[src/sv/lspq_pkg.sv]
package lspq_pkg;

	localparam int CAPACITY = 16;
	localparam int IDX_W = $clog2(CAPACITY);
	localparam int CNT_W = $clog2(CAPACITY + 1);
	localparam int OCC_W = 5;

	typedef enum logic [1:0] {
		OP_ENQ  = 2'd0,
		OP_DEQ  = 2'd1,
		OP_PEEK = 2'd2
	} op_t;

	typedef enum logic [1:0] {
		ST_IDLE,
		ST_SCAN,
		ST_SHIFT
	} state_t;

	typedef struct packed {
		logic [1:0]         kind;
		logic signed [31:0] prio;
		logic [63:0]        payload;
	} cmd_t;

	typedef struct packed {
		logic               found;
		logic [63:0]        out_payload;
		logic signed [31:0] out_prio;
		logic               overflow;
		logic [OCC_W-1:0]   occupancy;
	} result_t;

	typedef struct packed {
		logic signed [31:0] prio;
		logic [63:0]        payload;
	} entry_t;

	localparam int ENTRY_W = $bits(entry_t);

endpackage

[src/sv/lspq_ram.sv]
module lspq_ram #(
	parameter int WIDTH = 8,
	parameter int DEPTH = 16
) (
	input  logic                     clk,
	input  logic                     we,
	input  logic [$clog2(DEPTH)-1:0] waddr,
	input  logic [WIDTH-1:0]         wdata,
	input  logic [$clog2(DEPTH)-1:0] raddr,
	output logic [WIDTH-1:0]         rdata
);

	logic [WIDTH-1:0] mem [DEPTH];

	always_ff @(posedge clk) begin
		if (we) begin
			mem[waddr] <= wdata;
		end
		rdata <= mem[raddr];
	end

endmodule

[src/sv/lspq_cmp.sv]
module lspq_cmp (
	input  lspq_pkg::entry_t a,
	input  lspq_pkg::entry_t b,
	output logic             a_better
);
	import lspq_pkg::*;

	// Higher priority wins; on equal priority the smaller value wins.
	always_comb begin
		if (a.prio != b.prio) begin
			a_better = (a.prio > b.prio);
		end else begin
			a_better = (a.payload < b.payload);
		end
	end

endmodule

[src/sv/linear_scan_priority_queue.sv]
// Enqueue, an unknown kind, and peek or dequeue on an empty table: done in the cycle after start.
// Peek: scans the table, one table entry read per cycle through the compare unit, then shows done.
// Dequeue: the same scan, then a shift that moves each entry behind the removed one down one place.
// One word per op; busy stays high for the scan and shift, ready again as done shows.
// Results are shown for one cycle on done; the receiver cannot stall.
// Reset (arst_n low) empties the queue and idles the sequencer; table memory is not cleared.
module linear_scan_priority_queue (
	input  logic              clk,
	input  logic              arst_n,
	input  logic              start,
	output logic              busy,
	input  lspq_pkg::cmd_t    cmd,
	output logic              done,
	output lspq_pkg::result_t result
);
	import lspq_pkg::*;

	state_t            state_q, state_d;
	logic [CNT_W-1:0]  count_q, count_d;
	logic [IDX_W-1:0]  scan_idx_q, scan_idx_d;
	logic [IDX_W-1:0]  best_idx_q, best_idx_d;
	logic [IDX_W-1:0]  sh_q, sh_d;
	entry_t            best_q, best_d;
	logic              deq_q, deq_d;
	logic              done_q, done_d;
	result_t           result_q, result_d;

	logic              ram_we;
	logic [IDX_W-1:0]  ram_waddr;
	entry_t            ram_wdata;
	logic [IDX_W-1:0]  ram_raddr;
	entry_t            ram_rdata;

	logic              rd_better;
	logic              take;
	entry_t            best_n;
	logic [IDX_W-1:0]  best_idx_n;

	lspq_ram #(
		.WIDTH(ENTRY_W),
		.DEPTH(CAPACITY)
	) u_ram (
		.clk  (clk),
		.we   (ram_we),
		.waddr(ram_waddr),
		.wdata(ram_wdata),
		.raddr(ram_raddr),
		.rdata(ram_rdata)
	);

	lspq_cmp u_cmp (
		.a       (ram_rdata),
		.b       (best_q),
		.a_better(rd_better)
	);

	always_ff @(posedge clk or negedge arst_n) begin
		if (!arst_n) begin
			state_q <= ST_IDLE;
			count_q <= '0;
			done_q  <= 1'b0;
		end else begin
			state_q <= state_d;
			count_q <= count_d;
			done_q  <= done_d;
		end
	end

	always_ff @(posedge clk) begin
		scan_idx_q <= scan_idx_d;
		best_idx_q <= best_idx_d;
		sh_q       <= sh_d;
		best_q     <= best_d;
		deq_q      <= deq_d;
		result_q   <= result_d;
	end

	always_comb begin
		state_d    = state_q;
		count_d    = count_q;
		scan_idx_d = scan_idx_q;
		best_idx_d = best_idx_q;
		sh_d       = sh_q;
		best_d     = best_q;
		deq_d      = deq_q;
		done_d     = 1'b0;
		result_d   = result_q;

		ram_we     = 1'b0;
		ram_waddr  = count_q[IDX_W-1:0];
		ram_wdata  = '{prio: cmd.prio, payload: cmd.payload};
		ram_raddr  = '0;

		// The first entry read always seeds the running best.
		take       = (scan_idx_q == '0) || rd_better;
		best_n     = take ? ram_rdata : best_q;
		best_idx_n = take ? scan_idx_q : best_idx_q;

		unique case (state_q)
			ST_IDLE: begin
				if (start) begin
					result_d = '0;
					priority case (1'b1)
						(cmd.kind == OP_ENQ): begin
							if (count_q >= CNT_W'(CAPACITY)) begin
								result_d.overflow = 1'b1;
							end else begin
								ram_we  = 1'b1;
								count_d = count_q + CNT_W'(1);
							end
							done_d = 1'b1;
						end
						((cmd.kind == OP_DEQ) || (cmd.kind == OP_PEEK)): begin
							if (count_q == '0) begin
								done_d = 1'b1;
							end else begin
								deq_d      = (cmd.kind == OP_DEQ);
								scan_idx_d = '0;
								state_d    = ST_SCAN;
							end
						end
						default: begin
							done_d = 1'b1;
						end
					endcase
					result_d.occupancy = OCC_W'(count_d);
				end
			end

			ST_SCAN: begin
				best_d     = best_n;
				best_idx_d = best_idx_n;
				scan_idx_d = scan_idx_q + IDX_W'(1);
				ram_raddr  = scan_idx_q + IDX_W'(1);
				if (CNT_W'(scan_idx_q) + CNT_W'(1) == count_q) begin
					result_d.found       = 1'b1;
					result_d.out_payload = best_n.payload;
					result_d.out_prio    = best_n.prio;
					result_d.overflow    = 1'b0;
					if (!deq_q) begin
						result_d.occupancy = OCC_W'(count_q);
						done_d  = 1'b1;
						state_d = ST_IDLE;
					end else if (CNT_W'(best_idx_n) + CNT_W'(1) < count_q) begin
						// Later entries move down one place, starting behind the winner.
						ram_raddr = best_idx_n + IDX_W'(1);
						sh_d      = best_idx_n;
						state_d   = ST_SHIFT;
					end else begin
						count_d            = count_q - CNT_W'(1);
						result_d.occupancy = OCC_W'(count_d);
						done_d             = 1'b1;
						state_d            = ST_IDLE;
					end
				end
			end

			ST_SHIFT: begin
				ram_we    = 1'b1;
				ram_waddr = sh_q;
				ram_wdata = ram_rdata;
				ram_raddr = sh_q + IDX_W'(2);
				sh_d      = sh_q + IDX_W'(1);
				if (CNT_W'(sh_q) + CNT_W'(2) == count_q) begin
					count_d            = count_q - CNT_W'(1);
					result_d.occupancy = OCC_W'(count_d);
					done_d             = 1'b1;
					state_d            = ST_IDLE;
				end
			end

			default: begin
				state_d = ST_IDLE;
			end
		endcase
	end

	assign busy   = (state_q != ST_IDLE);
	assign done   = done_q;
	assign result = result_q;

endmodule

[config.mk]
export PLATFORM = sky130hd
export DESIGN_NAME = linear_scan_priority_queue
export DESIGN_NICKNAME = d
export VERILOG_FILES = /design/src/sv/lspq_pkg.sv /design/src/sv/lspq_ram.sv /design/src/sv/lspq_cmp.sv /design/src/sv/linear_scan_priority_queue.sv
export SDC_FILE = /design/constraint.sdc
export NUM_CORES = 2
export LEC_CHECK = 0
export BUFFER_PORTS_ARGS = -buffer_cell sky130_fd_sc_hd__buf_4
export CAP_MARGIN = 10
export CORE_MARGIN = 4
export CORE_UTILIZATION = 40
export CTS_BUF_LIST = sky130_fd_sc_hd__clkbuf_16
export CTS_CLUSTER_SIZE = 12
export DETAILED_ROUTE_END_ITERATION = 16
export GPL_ROUTABILITY_DRIVEN = 0
export GPL_TIMING_DRIVEN = 0
export PLACE_DENSITY_LB_ADDON = 0.08
export SYNTH_ARGS = -nofsm -noshare
export SYNTH_HDL_FRONTEND = slang
export SYNTH_SLANG_ARGS = --single-unit
[constraint.sdc]
create_clock -name clk -period 7.1 [get_ports clk]
set_input_delay 0.355 -clock clk [delete_from_list [all_inputs] [get_ports clk]]
set_output_delay 0.355 -clock clk [all_outputs]
set_load 0.005 [all_outputs]
==> metrics.txt <==
drt pass-1 iters 5; Final period util 0.985; TNS Setup 0 ns; met2 Use GR 0.377; clock period minus worst slack 6.99 ns; total wire length ~230000 um; RSZ-0062 raised after global routing yes; Hold Violations, Final 0; Clock Skew about 0.026 ns; clk_lat worst skew between 0.8 and 0.9 ns; Antenna Nets Post-Route 0; worst rel slew slack 0.277; Worst-Margin Slew about 1.1 ns; busiest grt layer met2; pins over their slew limit 0; num rows 157; Critical Path End Type flip-flop; Max FO, Critical Path 10; Num CTS Buffers 201; Peak Freq approximately 140 MHz; core footprint around 180000 um^2; Arr. time, crit path between 7 and 8 ns; ys async rst share 0.00432; post-synthesis sequential area ratio 0.736; critical path data required time 7.84 ns; initial DRC count about 4200; die height 439 um; first-pass GRT wire length 328000 um; Power, Total about 42000 uW; layout cells sized above 1 0.182; leading cell type in the layout, fill and taps excluded edfxtp_1; clock buffer depth 3; most frequent cells in the layout 1748 x edfxtp_1, 1659 x nand2_1, 573 x nand3_1; critical path type reg -> reg; via count approximately 47000; Via density roughly 5.3; post-synth top area share 0.708; Total GRT Usage 0.235; cells after synthesis between 5000 and 6000; HP Class in -> reg; largest net degree at the start of global routing between 40 and 50; Leakage 0.0317 uW; status finished, final reports clean; Cell Area, Synth ~74000 um^2; Filler cells 16200; M1 GR Usage 0.327; critical path's slowest cell a221o_2; startpoint type of the worst setup path flip-flop; die width about 440 um; final setup fails 0; worst vdd ir approximately 0.00055 V; Yosys top cell by area edfxtp_1; Mapped Nets around 5800; nets@finish about 6400; drt wl/cell approximately 26 um; final core utilization 0.483; synthesized flop and latch total roughly 1900; Sink Count ~1900; Power Density around 480 nW/um^2; R2R Setup Slk roughly 0.11 ns; number of top-level pins 206; Port Buffers around 200; Max-Cap Viols 0; area of the multi-input gates roughly 18000 um^2; Overflow after GRT 0; clock root buffer clkbuf_16; main flop type after synthesis edfxtp_1; synth warn 0; vias in the first global route roughly 46000; initial core utilization 0.404; slowest stage delay, CP between 0.4 and 0.5 ns; FF+latch area between 50000 and 60000 um^2; antenna violations before repair 16; area grow syn2layout 19.5%; Post-DP HPWL 148000 um; CTS H-Tree Depth 4; DRC 0; CTS tree built; M3 GR Usage 0.0419; Synth cell types 69; Avg Cell Area, Syn approximately 13 um^2; CTS clk-pin slew, worst paths ~0.060 ns; EDFF count, synth between 1500 and 2000; largest cells by area after synthesis edfxtp_1 71%, nand2_1 8.4%, nand3_1 4.0%; Die ar. about 190000 um^2
==> synthesized netlist by cell type, drive strengths merged, types with 6 or more instances <==
master	count
edfxtp	1748
nand2	1667
nand3	588
nand4	219
a31oi	195
mux2	192
buf	166
clkbuf	156
inv	120
ha	112
and2	103
dfxtp	96
a21oi	53
nor2	48
o21ai	28
a21o	17
xnor2	14
nor3	11
mux2i	10
dfrtp	8
nand2b	8
and3	7
xor2	6
==> power breakdown <==
group | switching (uW) | total (uW) | leakage [uW] | internal [uW]
clock | 4280 | 9860 | 0.00324 | 5580
combinational | 11500 | 17300 | 0.0117 | 5740
sequential | 678 | 15200 | 0.0168 | 14600
total | 16500 | 42400 | 0.0317 | 25900
==> worst max-delay path: cells and delay by family (launching register included) <==
| family | cells | cell delay, ns |
|---|---|---|
| xor gates and xnor gates | 1 | 0.17 |
| DFF | 1 | 0.36 |
| buffers and inverters | 8 | 1.24 |
| and+or+nand+nor | 13 | 2.42 |
| AOI/OAI and AO/OA | 8 | 1.90 |
| adders and majority gates | 3 | 0.74 |
==> layer usage <==
metal	routed length (um)	share of wire
met4	5830	0.026
met3	14600	0.064
met2	107000	0.47
met1	100000	0.44
met5	29	0.00013
==> metrics by stage <==
stage          instances  cell area (um^2)  hold WS (ns)  setup slack [ns]
6_report            8804             88700         0.100             0.107
5_1_grt             8798             88600        0.0820           -0.0623
4_1_cts             8788             88100        0.0389           0.00195
3_5_place_dp        8378             80600         0.197             -4.05
3_3_place_gp        8302             78800         0.197             -6.96
2_1_floorplan       5633             74200        0.0594             0.782
==> flip-flops by register name, indices dropped and copies added, names as in the netlist <==
name / cells
scan_idx_q: 4
u_ram.mem: 1536
count_q: 5
sh_q: 4
best_q: 96
result: 103
state_q: 2
u_ram.rdata: 96
best_idx_q: 4
deq_q: 1
done: 1
==> logic make-up after synthesis <==
| logic type | after synthesis | synth area share |
|---|---|---|
| multiplexers | 202 | 0.0305 |
| XOR/XNOR | 20 | 0.00246 |
| adder cells (fa/ha/maj) | 112 | 0.0189 |
| buffers and inverters | 443 | 0.0250 |
| flip-flops | 1852 | 0.736 |
| AND/OR/NAND/NOR | 2665 | 0.157 |
| AO/OA/AOI/OAI | 339 | 0.0298 |
==> path summary, 6_finish.rpt <==
| kind | from | endpoint | depth (start not counted) |
|---|---|---|---|
| worst min-delay path | cmd[43] | u_ram.mem[7][43] | 2 |
| min in group asynchronous | arst_n | done | 3 |
| worst max register to register | best_q[91] | u_ram.rdata[91] | 33 |
| worst max-delay path | best_q[91] | u_ram.rdata[91] | 33 |
| worst min register to register | best_q[90] | best_q[90] | 1 |
| max in group asynchronous | arst_n | count_q[1] | 3 |
==> area by class of cell <==
class / count / area share
Clock inverter: 175 / 0.0116
Sequential cell: 1852 / 0.616
Antenna cell: 9 / 0.000254
Multi-Input combinational cell: 3338 / 0.207
Inverter: 121 / 0.00512
Timing Repair Buffer: 321 / 0.0408
Buffer: 318 / 0.0260
Clock buffer: 206 / 0.0581
Tap cell: 2464 / 0.0348
==> what timing repair did <==
action | 4_1_cts | 5_1_grt
resized for setup | 330 | 132
buffers inserted | 22 | 5
gates cloned | 4 | 4
setup endpoints to repair | 112 | 96
hold buffers | 5 | 0
endpoints found under the hold margin | 13 | 0
pin swaps | 38 | 56
(Power assumes the default switching activity.)
